--- src/design/polygon_miter_offset_macros.svh ---
// Assertion helpers used by the controller (pmo_ctrl).
`ifndef POLYGON_MITER_OFFSET_MACROS_SVH
`define POLYGON_MITER_OFFSET_MACROS_SVH

// Same-cycle implication, disabled during reset.
`define PMO_ASSERT_IMPL(label, clk, rst_n, ante, cons, msg) \
  label: assert property (@(posedge clk) disable iff (!rst_n) (ante) |-> (cons)) \
    else $error(msg);

// Next-cycle implication, disabled during reset.
`define PMO_ASSERT_NEXT(label, clk, rst_n, ante, cons, msg) \
  label: assert property (@(posedge clk) disable iff (!rst_n) (ante) |=> (cons)) \
    else $error(msg);

`endif

--- src/design/pmo_pkg.sv ---
package pmo_pkg;

  localparam int COORD_W   = 24;
  localparam int HEIGHT_W  = 24;
  localparam int OVH_W     = 16;
  localparam int IDX_W     = 10;
  localparam int CFG_IDX_W = 1;
  localparam int CFG_W     = 24;
  localparam int VEC_W     = 25;   // edge difference or normal sum
  localparam int MAG_W     = 24;
  localparam int SQ_W      = 49;
  localparam int RAD_W     = 64;   // square root operand
  localparam int LEN_W     = 32;
  localparam int NUM_W     = 47;   // divider dividend
  localparam int QUO_W     = 18;   // divider quotient bits
  localparam int CNT_W     = 5;
  localparam int UNIT_W    = 17;   // Q1.15 plus sign
  localparam int DOT_W     = 34;
  localparam int COS_W     = 17;
  localparam int SCALE_W   = 18;
  localparam int M1_W      = 36;
  localparam int M2_W      = 53;

  localparam int SQ_SHIFT   = 14;
  localparam int NUM_SHIFT  = 22;
  localparam int COS_SHIFT  = 15;
  localparam int PUSH_SHIFT = 30;
  localparam int Q15_ONE    = 32768;
  localparam int COS_FLOOR  = 8192;
  localparam int SCALE_MAX  = 131072;
  localparam int NEAR_ZERO  = 4;
  localparam int COORD_MAX  = 8388607;
  localparam int COORD_MIN  = -8388608;

  localparam logic [CFG_IDX_W-1:0] REG_OVERHANG = 1'd0;
  localparam logic [CFG_IDX_W-1:0] REG_HEIGHT   = 1'd1;

  typedef logic signed [COORD_W-1:0] coord_t;
  typedef logic signed [UNIT_W-1:0]  unit_t;

  typedef struct packed {
    coord_t vx;
    coord_t vy;
    logic   final_vertex;
  } in_item_t;

  typedef struct packed {
    coord_t             ox;
    coord_t             oy;
    coord_t             oz;
    logic [IDX_W-1:0]   vertex_index;
    logic               run_end;
  } out_item_t;

  typedef struct packed {
    coord_t x;
    coord_t y;
  } point_t;

  typedef enum logic [4:0] {
    S_IDLE, S_PLAN, S_UV_LD, S_UV_SQ, S_SQ_GO, S_SQ_WAIT,
    S_DX_GO, S_DX_WAIT, S_DY_GO, S_DY_WAIT, S_SUM,
    S_DOT1, S_DOT2, S_SC_GO, S_SC_WAIT,
    S_MUL1, S_MUL2, S_PUSH, S_EMIT, S_FINISH
  } ctrl_state_t;

  typedef enum logic [2:0] {
    J_NONE, J_PASS_CUR, J_PASS_FIRST, J_OFF_A, J_OFF_B, J_OFF_C
  } job_t;

  typedef enum logic [1:0] {UV_IN, UV_OUT, UV_BIS} uv_t;
  typedef enum logic [1:0] {CNT_ZERO, CNT_ONE, CNT_MANY} cnt_case_t;
  typedef enum logic [1:0] {DIV_X, DIV_Y, DIV_SCALE} div_op_t;

  typedef struct packed {
    logic    accept;
    logic    uv_load;
    logic    sq_load;
    logic    uv_zero;
    logic    sqrt_start;
    logic    div_start;
    logic    store_qx;
    logic    store_qy;
    logic    bis_fallback;
    logic    dot_load;
    logic    cos_load;
    logic    scale_store;
    logic    mul1;
    logic    mul2;
    logic    push;
    logic    out_load;
    logic    finish;
    div_op_t div_op;
    job_t    job;
    uv_t     uv;
  } dp_cmd_t;

  typedef struct packed {
    cnt_case_t cnt_case;
    logic      fin;
    logic      vec_zero;
    logic      near_zero;
    logic      sqrt_busy;
    logic      div_busy;
    logic      out_free;
  } dp_sts_t;

endpackage

--- src/design/pmo_ctrl.sv ---
`include "polygon_miter_offset_macros.svh"

module pmo_ctrl (
  input  logic              clk,
  input  logic              rst_n,
  input  logic              in_valid,
  output logic              in_stall,
  output pmo_pkg::dp_cmd_t  cmd,
  input  pmo_pkg::dp_sts_t  sts
);
  pmo_pkg::ctrl_state_t state_r, state_nxt;
  pmo_pkg::job_t        job_r, job_nxt, job_c;
  pmo_pkg::uv_t         uv_r, uv_nxt;
  logic [1:0]           j_r, j_nxt;

  // Results owed for this transaction, by vertex count and final flag.
  always_comb begin
    job_c = pmo_pkg::J_NONE;
    case (sts.cnt_case)
      pmo_pkg::CNT_ZERO: begin
        if (sts.fin && j_r == 2'd0) job_c = pmo_pkg::J_PASS_CUR;
      end
      pmo_pkg::CNT_ONE: begin
        if (sts.fin && j_r == 2'd0) job_c = pmo_pkg::J_PASS_FIRST;
        if (sts.fin && j_r == 2'd1) job_c = pmo_pkg::J_PASS_CUR;
      end
      default: begin
        if (j_r == 2'd0) job_c = pmo_pkg::J_OFF_A;
        if (sts.fin && j_r == 2'd1) job_c = pmo_pkg::J_OFF_B;
        if (sts.fin && j_r == 2'd2) job_c = pmo_pkg::J_OFF_C;
      end
    endcase
  end

  // Next state
  always_comb begin
    state_nxt = state_r;
    job_nxt   = job_r;
    uv_nxt    = uv_r;
    j_nxt     = j_r;
    case (state_r)
      pmo_pkg::S_IDLE: begin
        if (in_valid) begin
          state_nxt = pmo_pkg::S_PLAN;
          j_nxt     = 2'd0;
        end
      end
      pmo_pkg::S_PLAN: begin
        job_nxt = job_c;
        if (job_c == pmo_pkg::J_NONE) begin
          state_nxt = pmo_pkg::S_FINISH;
        end else if (job_c inside {pmo_pkg::J_PASS_CUR, pmo_pkg::J_PASS_FIRST}) begin
          state_nxt = pmo_pkg::S_EMIT;
        end else begin
          uv_nxt    = pmo_pkg::UV_IN;
          state_nxt = pmo_pkg::S_UV_LD;
        end
      end
      pmo_pkg::S_UV_LD:   state_nxt = pmo_pkg::S_UV_SQ;
      pmo_pkg::S_UV_SQ, pmo_pkg::S_DY_WAIT: begin
        if ((state_r == pmo_pkg::S_UV_SQ && sts.vec_zero) ||
            (state_r == pmo_pkg::S_DY_WAIT && !sts.div_busy)) begin
          case (uv_r)
            pmo_pkg::UV_IN: begin
              uv_nxt    = pmo_pkg::UV_OUT;
              state_nxt = pmo_pkg::S_UV_LD;
            end
            pmo_pkg::UV_OUT: state_nxt = pmo_pkg::S_SUM;
            default:         state_nxt = pmo_pkg::S_DOT1;
          endcase
        end else if (state_r == pmo_pkg::S_UV_SQ) begin
          state_nxt = pmo_pkg::S_SQ_GO;
        end
      end
      pmo_pkg::S_SQ_GO:   state_nxt = pmo_pkg::S_SQ_WAIT;
      pmo_pkg::S_SQ_WAIT: if (!sts.sqrt_busy) state_nxt = pmo_pkg::S_DX_GO;
      pmo_pkg::S_DX_GO:   state_nxt = pmo_pkg::S_DX_WAIT;
      pmo_pkg::S_DX_WAIT: if (!sts.div_busy) state_nxt = pmo_pkg::S_DY_GO;
      pmo_pkg::S_DY_GO:   state_nxt = pmo_pkg::S_DY_WAIT;
      pmo_pkg::S_SUM: begin
        if (sts.near_zero) begin
          state_nxt = pmo_pkg::S_MUL1;
        end else begin
          uv_nxt    = pmo_pkg::UV_BIS;
          state_nxt = pmo_pkg::S_UV_LD;
        end
      end
      pmo_pkg::S_DOT1:    state_nxt = pmo_pkg::S_DOT2;
      pmo_pkg::S_DOT2:    state_nxt = pmo_pkg::S_SC_GO;
      pmo_pkg::S_SC_GO:   state_nxt = pmo_pkg::S_SC_WAIT;
      pmo_pkg::S_SC_WAIT: if (!sts.div_busy) state_nxt = pmo_pkg::S_MUL1;
      pmo_pkg::S_MUL1:    state_nxt = pmo_pkg::S_MUL2;
      pmo_pkg::S_MUL2:    state_nxt = pmo_pkg::S_PUSH;
      pmo_pkg::S_PUSH:    state_nxt = pmo_pkg::S_EMIT;
      pmo_pkg::S_EMIT: begin
        if (sts.out_free) begin
          j_nxt     = j_r + 2'd1;
          state_nxt = pmo_pkg::S_PLAN;
        end
      end
      pmo_pkg::S_FINISH:  state_nxt = pmo_pkg::S_IDLE;
      default:            state_nxt = pmo_pkg::S_IDLE;
    endcase
  end

  // Outputs
  always_comb begin
    cmd        = '0;
    cmd.job    = job_r;
    cmd.uv     = uv_r;
    cmd.div_op = pmo_pkg::DIV_X;
    case (state_r)
      pmo_pkg::S_IDLE:    cmd.accept = in_valid;
      pmo_pkg::S_UV_LD:   cmd.uv_load = 1'b1;
      pmo_pkg::S_UV_SQ: begin
        cmd.uv_zero = sts.vec_zero;
        cmd.sq_load = !sts.vec_zero;
      end
      pmo_pkg::S_SQ_GO:   cmd.sqrt_start = 1'b1;
      pmo_pkg::S_DX_GO:   cmd.div_start = 1'b1;
      pmo_pkg::S_DX_WAIT: cmd.store_qx = !sts.div_busy;
      pmo_pkg::S_DY_GO: begin
        cmd.div_start = 1'b1;
        cmd.div_op    = pmo_pkg::DIV_Y;
      end
      pmo_pkg::S_DY_WAIT: cmd.store_qy = !sts.div_busy;
      pmo_pkg::S_SUM:     cmd.bis_fallback = sts.near_zero;
      pmo_pkg::S_DOT1:    cmd.dot_load = 1'b1;
      pmo_pkg::S_DOT2:    cmd.cos_load = 1'b1;
      pmo_pkg::S_SC_GO: begin
        cmd.div_start = 1'b1;
        cmd.div_op    = pmo_pkg::DIV_SCALE;
      end
      pmo_pkg::S_SC_WAIT: cmd.scale_store = !sts.div_busy;
      pmo_pkg::S_MUL1:    cmd.mul1 = 1'b1;
      pmo_pkg::S_MUL2:    cmd.mul2 = 1'b1;
      pmo_pkg::S_PUSH:    cmd.push = 1'b1;
      pmo_pkg::S_EMIT:    cmd.out_load = sts.out_free;
      pmo_pkg::S_FINISH:  cmd.finish = 1'b1;
      default:            cmd.finish = 1'b0;
    endcase
  end

  assign in_stall = (state_r != pmo_pkg::S_IDLE);

  always_ff @(posedge clk) begin
    if (!rst_n) begin
      state_r <= pmo_pkg::S_IDLE;
      job_r   <= pmo_pkg::J_NONE;
      uv_r    <= pmo_pkg::UV_IN;
      j_r     <= 2'd0;
    end else begin
      state_r <= state_nxt;
      job_r   <= job_nxt;
      uv_r    <= uv_nxt;
      j_r     <= j_nxt;
    end
  end

  `PMO_ASSERT_IMPL(a_sqrt_idle, clk, rst_n, cmd.sqrt_start, !sts.sqrt_busy, "sqrt restarted while busy")
  `PMO_ASSERT_NEXT(a_sqrt_runs, clk, rst_n, cmd.sqrt_start, sts.sqrt_busy, "sqrt did not launch")
  `PMO_ASSERT_IMPL(a_div_idle, clk, rst_n, cmd.div_start, !sts.div_busy, "divider restarted while busy")
  `PMO_ASSERT_IMPL(a_emit_free, clk, rst_n, cmd.out_load, sts.out_free, "result overwrote a held transaction")

endmodule

--- config.mk ---
export PLATFORM = sky130hd
export DESIGN_NAME = pmo_ctrl
export DESIGN_NICKNAME = d
export VERILOG_FILES = /design/src/design/pmo_pkg.sv /design/src/design/pmo_ctrl.sv
export VERILOG_INCLUDE_DIRS = /design/src /design/src/design
export SDC_FILE = /design/constraint.sdc
export NUM_CORES = 1
export LEC_CHECK = 0
export BUFFER_PORTS_ARGS = -buffer_cell sky130_fd_sc_hd__buf_2
export CORE_ASPECT_RATIO = 1.25
export CORE_MARGIN = 2
export CORE_UTILIZATION = 40
export CTS_BUF_LIST = sky130_fd_sc_hd__clkbuf_8
export DETAILED_ROUTE_END_ITERATION = 10
export PLACE_DENSITY_LB_ADDON = 0.1
export SKIP_CTS_REPAIR_TIMING = 1
export SLEW_MARGIN = 5
export SYNTH_ARGS = -nofsm -noshare
export SYNTH_HDL_FRONTEND = slang
export SYNTH_SLANG_ARGS = --single-unit
--- constraint.sdc ---
create_clock -name clk -period 1.6 [get_ports clk]
set_clock_uncertainty 0.05 [all_clocks]
set_input_delay 0.48 -clock clk [delete_from_list [all_inputs] [get_ports clk]]
set_output_delay 0.48 -clock clk [all_outputs]
set_load 0.05 [all_outputs]
* Word level (Yosys, flattened, before mapping) *
Index checks and enable logic that the tools add are counted.

operators by class
  multiplexer cells = 45
  eq/ne operators = 36
  reduce and logical (&&, ||, !) cells = 22
  $add $sub $neg = 1

operators by type and width
  operator                                             count
  case mux 5 bit (18 select lines)                     1
  two-way mux 5 bit                                    9
  equality test 5 x 4 -> 1 bit, second input constant  8
  equality test 5 x 3 -> 1 bit, second input constant  4
  equality test 5 bit, second input constant           4
  two-way mux 2 bit                                    10
  inequality test 2 bit, second input constant         9
  two-way mux 1 bit                                    16
  AND reduction 6 bit                                  2
  equality test 5 x 2 -> 1 bit, second input constant  2
  two-way mux 3 bit                                    3
  case mux 2 bit (2 select lines)                      2
  case mux 4 bit (2 select lines)                      1
  equality test 2 x 1 -> 1 bit, second input constant  3
  logical NOT 2 bit                                    3
  case mux 2 bit (3 select lines)                      1
  case mux 3 bit (2 select lines)                      1
  equality test 5 x 1 -> 1 bit, second input constant  1
  logical AND 1 bit                                    5
  logical NOT 5 bit                                    1
  nonzero test 5 bit                                   1
  two-way mux 4 bit                                    1
  nonzero test 2 bit                                   2
  equality test 3 x 1 -> 1 bit, second input constant  1
  other kinds (12)                                     13

word-level totals
  word-level logic and storage cells = 108
  output and inout bits = 25
  register bits = 12
  input bits = 11

* Depth between registers and ports, before layout *
  depth in word-level cells = 10
  depth in mapped cells = 7
  gate-level depth less buffers = 7

* Least setup slack after synthesis *
OpenSTA, ideal clock, no wires.

  kind = register to output
  from = reg state_r[1]
  to = out cmd[12] (netlist name)
  data required time = 1,070 ps
  arrival = 1,931 ps
  stages on the path, launching flop included = 5
  buffers on the path = 2
  setup slack = -861 ps
  cells stage by stage = dfxtp_1 > buf_4 > buf_2 > nand2_1 > nor3_1

RTL lines
  item                    line             RTL
  from (decl)             pmo_ctrl.sv:11   pmo_pkg::ctrl_state_t state_r, state_nxt;
  from (signal assigned)  pmo_ctrl.sv:148  state_r <= pmo_pkg::S_IDLE;
  from (signal assigned)  pmo_ctrl.sv:153  state_r <= state_nxt;
  to (decl)               pmo_ctrl.sv:8    output pmo_pkg::dp_cmd_t cmd,

==> flow_results.org <==
** Pwr
- VDD sags by at most 0.001032 V.
- Cell-internal power :: 1.542 mW
- Clock power share :: 10.9%
- For this design the ratio of total power to cell area is 1361 mW/mm².
- Of the total power, the share spent switching nets is 48.99%.
- In this run the static leakage power is 0.9459 nW.
- Portion of total power attributed to sequential cells :: 16.1%
- Combinational power share :: 73.0%
- Total power for the finished layout comes to 3.023 mW.
- Summed over all nets, the switching power comes to 1.481 mW.

** Setup path
- Top fanout value on the critical path :: 6
- Largest incremental delay on the critical path :: 0.39 ns
- Counting stages on the worst path, the most repeated cell is sky130_fd_sc_hd__buf_4.
- For flop-to-flop paths, the worst setup slack is -0.31 ns.
- Startpoint-to-endpoint class of the critical path :: reg -> out
- CP arrival :: 1.44 ns
- The worst setup path is launched from a register.
- In this design, the largest share of critical-path delay is due to buffers and inverters.
- Crit path required time :: 1.07 ns
- On the critical path, the stage with the largest delay is an instance of sky130_fd_sc_hd__dfxtp_4.
- STA classifies the critical path endpoint as an output port.
- Crit path buf inv count :: 4
- Ordered cell list for the critical path :: buf_4 > buf_4 > nand2b_4 > buf_4 > nor2_4 > buf_8

** Timing
- After layout, the minimum clock period comes to 1.973 ns.
- Tightest Pin Transition :: 0.5056 ns
- Setup violations remaining at the end of the flow were counted as 28.
- Dividing the final minimum period by the clock period gives 123.3%.
- Setup TNS Final :: -7.300 ns
- Setup repair after global routing could not meet its margin everywhere.
- Hold slack :: 0.4561 ns
- The count of final hold-check violations is 0.
- FMAX :: 506.7 MHz
- Final-report max-slew violation count :: 0
- Worst-case setup margin in the final layout :: -0.3734 ns
- Worst rel slew slack :: 65.43%

** Synthesis
- Most used flip-flop cell after synthesis :: sky130_fd_sc_hd__dfxtp_1
- Mean area per synthesized cell :: 7.049 µm²
- Counting flops and latches in the post-synthesis netlist gives 12.
- Post-Syn Instances :: 164
- Sequential elements use 20.78% of the synthesized area.
- Netlist cell types :: 47
- YS warnings :: 0
- Counting flops with a built-in enable in the synthesized netlist gives 0.
- Counting flops with an async set or reset pin after synthesis yields a share of 0%.
- Area of the mapped netlist :: 0.001156 mm²
- Net Count, Synth :: 179

** Run status
- The final reports fail on negative setup slack.
- Result of the run :: finished, violations left

** CTS
- The clock drives 12 sinks.
- For the worst-skew pair, the clock arrives at the later sink with an insertion delay of 0.24 ns.
- TritonCTS clock tree :: yes
- After clock tree synthesis, the clock-pin slew on the worst setup and hold paths is 0.05 ns.
- Max Root-Sink Buffers :: 2
- Clock tree synthesis selected as its root buffer the cell sky130_fd_sc_hd__clkbuf_8.
- In this run, CTS created clock tree buffers numbering 3.
- In this run the number of H-tree levels came out at 1.

** Final layout
- Fraction of layout instances using a drive strength above 1 :: 58.37%
- In the final layout, the multi-input gates occupy 0.001097 mm².
- Number of inserted filler cells in the final layout :: 169
- In the final design database the tool counted 261 nets.
- Growth of design area from synthesis to finish :: 92.10%
- Antenna fix cells :: 0
- Seq. cell area :: 259.0 µm²

** Floorplanning
- The floorplan step defined a core boundary enclosing 0.002706 mm².
- Top-level port count :: 36
- Chip Height :: 64.11 µm
- Die X-Extent :: 52.09 µm
- Number of cell rows :: 21
- The initial utilization of the core area, before any placement, comes to 42.72%.
- The floorplan step defined a die boundary enclosing 0.003339 mm².

** Route
- Violation count after the first detailed-route iteration :: 49
- Via count of the routed design :: 1564
- The final layout contains routed wiring with a total length of 4467 µm.
- Post-DRT Antenna Nets :: 0
- Detailed-routing iteration count for the pre-antenna-repair pass :: 4
- For this run, design rule violations remaining after detail routing come to 0.
- In the final routed layout, each cell accounts on average for 16.01 µm.
- In the routed layout, each cell is associated on average with a via count of 5.606.

** Global routing
- The first global-routing pass estimated 6561 µm of wire.
- For this run the aggregate overflow at the end of global routing stands at 0.
- In the global route stage, overall resource usage came out at 25.32%.
- Maximum number of pins on one net before global-route repair :: 16
- The via count of the first global-routing pass was 1483.
- The number of antenna violations at the first check in global routing is 0.

** Hold path
- Class of the most critical hold timing path :: reg -> reg

** Placement
- Once detailed placement completed, the half-perimeter wirelength came to 3226 µm.
- Before CTS, the worst setup slack after placement is -0.2270 ns.
- During placement, the flow inserted port buffers numbering 35.
- Routability congestion estimate from global placement :: 0.8798

** Flow run
- Max capacitance violation total :: 0
sequential cells by signal (all words and copies together) (netlist names):
signal / count
j_r: 2
job_r: 3
state_r: 5
uv_r: 2
cells by family after synthesis:
group	after synthesis	share of synthesized area [%]
buffers and inverters	18	6.819
XOR/XNOR	3	2.273
flip-flops	12	20.78
AND/OR/NAND/NOR	82	37.66
multiplexers	1	0.8658
AO/OA/AOI/OAI	44	27.27
adder cells (fa/ha/maj)	4	4.329
area by class of cell:
cell class	instances	area share [%]
Tap cell	34	1.915
Inverter	8	2.028
Sequential cell	12	11.66
Timing Repair Buffer	87	32.51
Multi-Input combinational cell	134	49.41
Clock buffer	4	2.479
routing by layer:
layer	vias to the layer above	part of all wire (%)	track usage, %	routed length, µm
met5	-	0	0	0
met4	0	1.9	6.908	87
met3	8	4.0	1.869	178
met2	51	56	48.58	2487
met1	749	38	28.65	1713
li1	756	-	-	-
cell usage in the layout (no fill, tap or decap), drive strengths merged, types with 2 or more instances in the layout:
cell | synthesis | final
nand2b | 7 | 7
or3b | 3 | 3
nor2b | 5 | 5
nor3 | 8 | 8
clkbuf | 3 | 5
inv | 8 | 4
nor2 | 19 | 19
clkinvlp | 0 | 4
ha | 4 | 4
o2111a | 3 | 3
nand2 | 18 | 18
dfxtp | 12 | 12
buf | 7 | 86
nand3 | 10 | 10
or3 | 4 | 4
o21ai | 10 | 10
o21a | 2 | 2
nand3b | 3 | 3
a41o | 2 | 2
a31oi | 3 | 3
nor3b | 2 | 2
xnor2 | 2 | 2
a21boi | 3 | 3
a21oi | 8 | 8
o211ai | 2 | 2
metrics by stage:
stage | cell area [µm²] | util (%) | cells
2_1_floorplan | 1436 | - | 164
3_3_place_gp | 1909 | 70.55 | 271
3_5_place_dp | 1909 | 70.55 | 271
4_1_cts | 1964 | 72.58 | 275
5_1_grt | 2221 | 82.06 | 279
6_report | 2221 | 82.06 | 279
power groups by stage:
stage / combinational (mW) / clock [mW] / sequential [mW]
global placement: 1.89 / 0 / 0.471
global route: 2.34 / 0.352 / 0.494
CTS: 1.93 / 0.330 / 0.469
detailed placement: 1.92 / 0 / 0.473
finish: 2.21 / 0.329 / 0.486
floorplan: 1.27 / 0 / 0.518
cell usage after synthesis, types with 2 or more instances:
cell type	count	area share, %
sky130_fd_sc_hd__a21boi_0	3	1.9
sky130_fd_sc_hd__nor3_1	8	3.5
sky130_fd_sc_hd__a41o_1	2	1.7
sky130_fd_sc_hd__nor2_1	18	5.8
sky130_fd_sc_hd__nand3b_1	3	1.9
sky130_fd_sc_hd__xnor2_1	2	1.5
sky130_fd_sc_hd__nand2_1	18	5.8
sky130_fd_sc_hd__nand2b_1	7	3.8
sky130_fd_sc_hd__nor3b_2	2	2.2
sky130_fd_sc_hd__nand3_1	10	4.3
sky130_fd_sc_hd__ha_1	4	4.3
sky130_fd_sc_hd__o21ai_1	3	1.3
sky130_fd_sc_hd__nor2b_1	5	2.7
sky130_fd_sc_hd__o2111a_1	3	2.9
sky130_fd_sc_hd__clkbuf_1	3	0.97
sky130_fd_sc_hd__or3_1	3	1.6
sky130_fd_sc_hd__inv_1	8	2.6
sky130_fd_sc_hd__a31oi_1	2	1.1
sky130_fd_sc_hd__o21ai_0	7	3.0
sky130_fd_sc_hd__buf_2	6	2.6
sky130_fd_sc_hd__dfxtp_1	12	21
sky130_fd_sc_hd__a21oi_1	8	3.5
sky130_fd_sc_hd__o21a_1	2	1.3
sky130_fd_sc_hd__o211ai_1	2	1.3
worst register-to-register path: stages, from the launching register on:
cell and delay [ns]:
sky130_fd_sc_hd__dfxtp_4 0.39, sky130_fd_sc_hd__buf_4 0.16, sky130_fd_sc_hd__nor3b_4 0.21, sky130_fd_sc_hd__nand3b_1 0.17
sky130_fd_sc_hd__buf_4 0.19, sky130_fd_sc_hd__a31oi_2 0.22, sky130_fd_sc_hd__buf_4 0.17, sky130_fd_sc_hd__a21oi_1 0.06
sky130_fd_sc_hd__a41o_1 0.20
path summary, 6_finish.rpt:
path | depth (start not counted) | end | from
worst max register to register | 8 | uv_r[1]$_SDFFE_PN0P_ | state_r[0]$_SDFFE_PN0P_
worst min-delay path | 1 | job_r[1]$_SDFFE_PN0P_ | job_r[1]$_SDFFE_PN0P_
worst min register to register | 1 | job_r[1]$_SDFFE_PN0P_ | job_r[1]$_SDFFE_PN0P_
worst max-delay path | 6 | cmd[11] | state_r[0]$_SDFFE_PN0P_
Note: power is estimated with default switching activity, not from simulation.
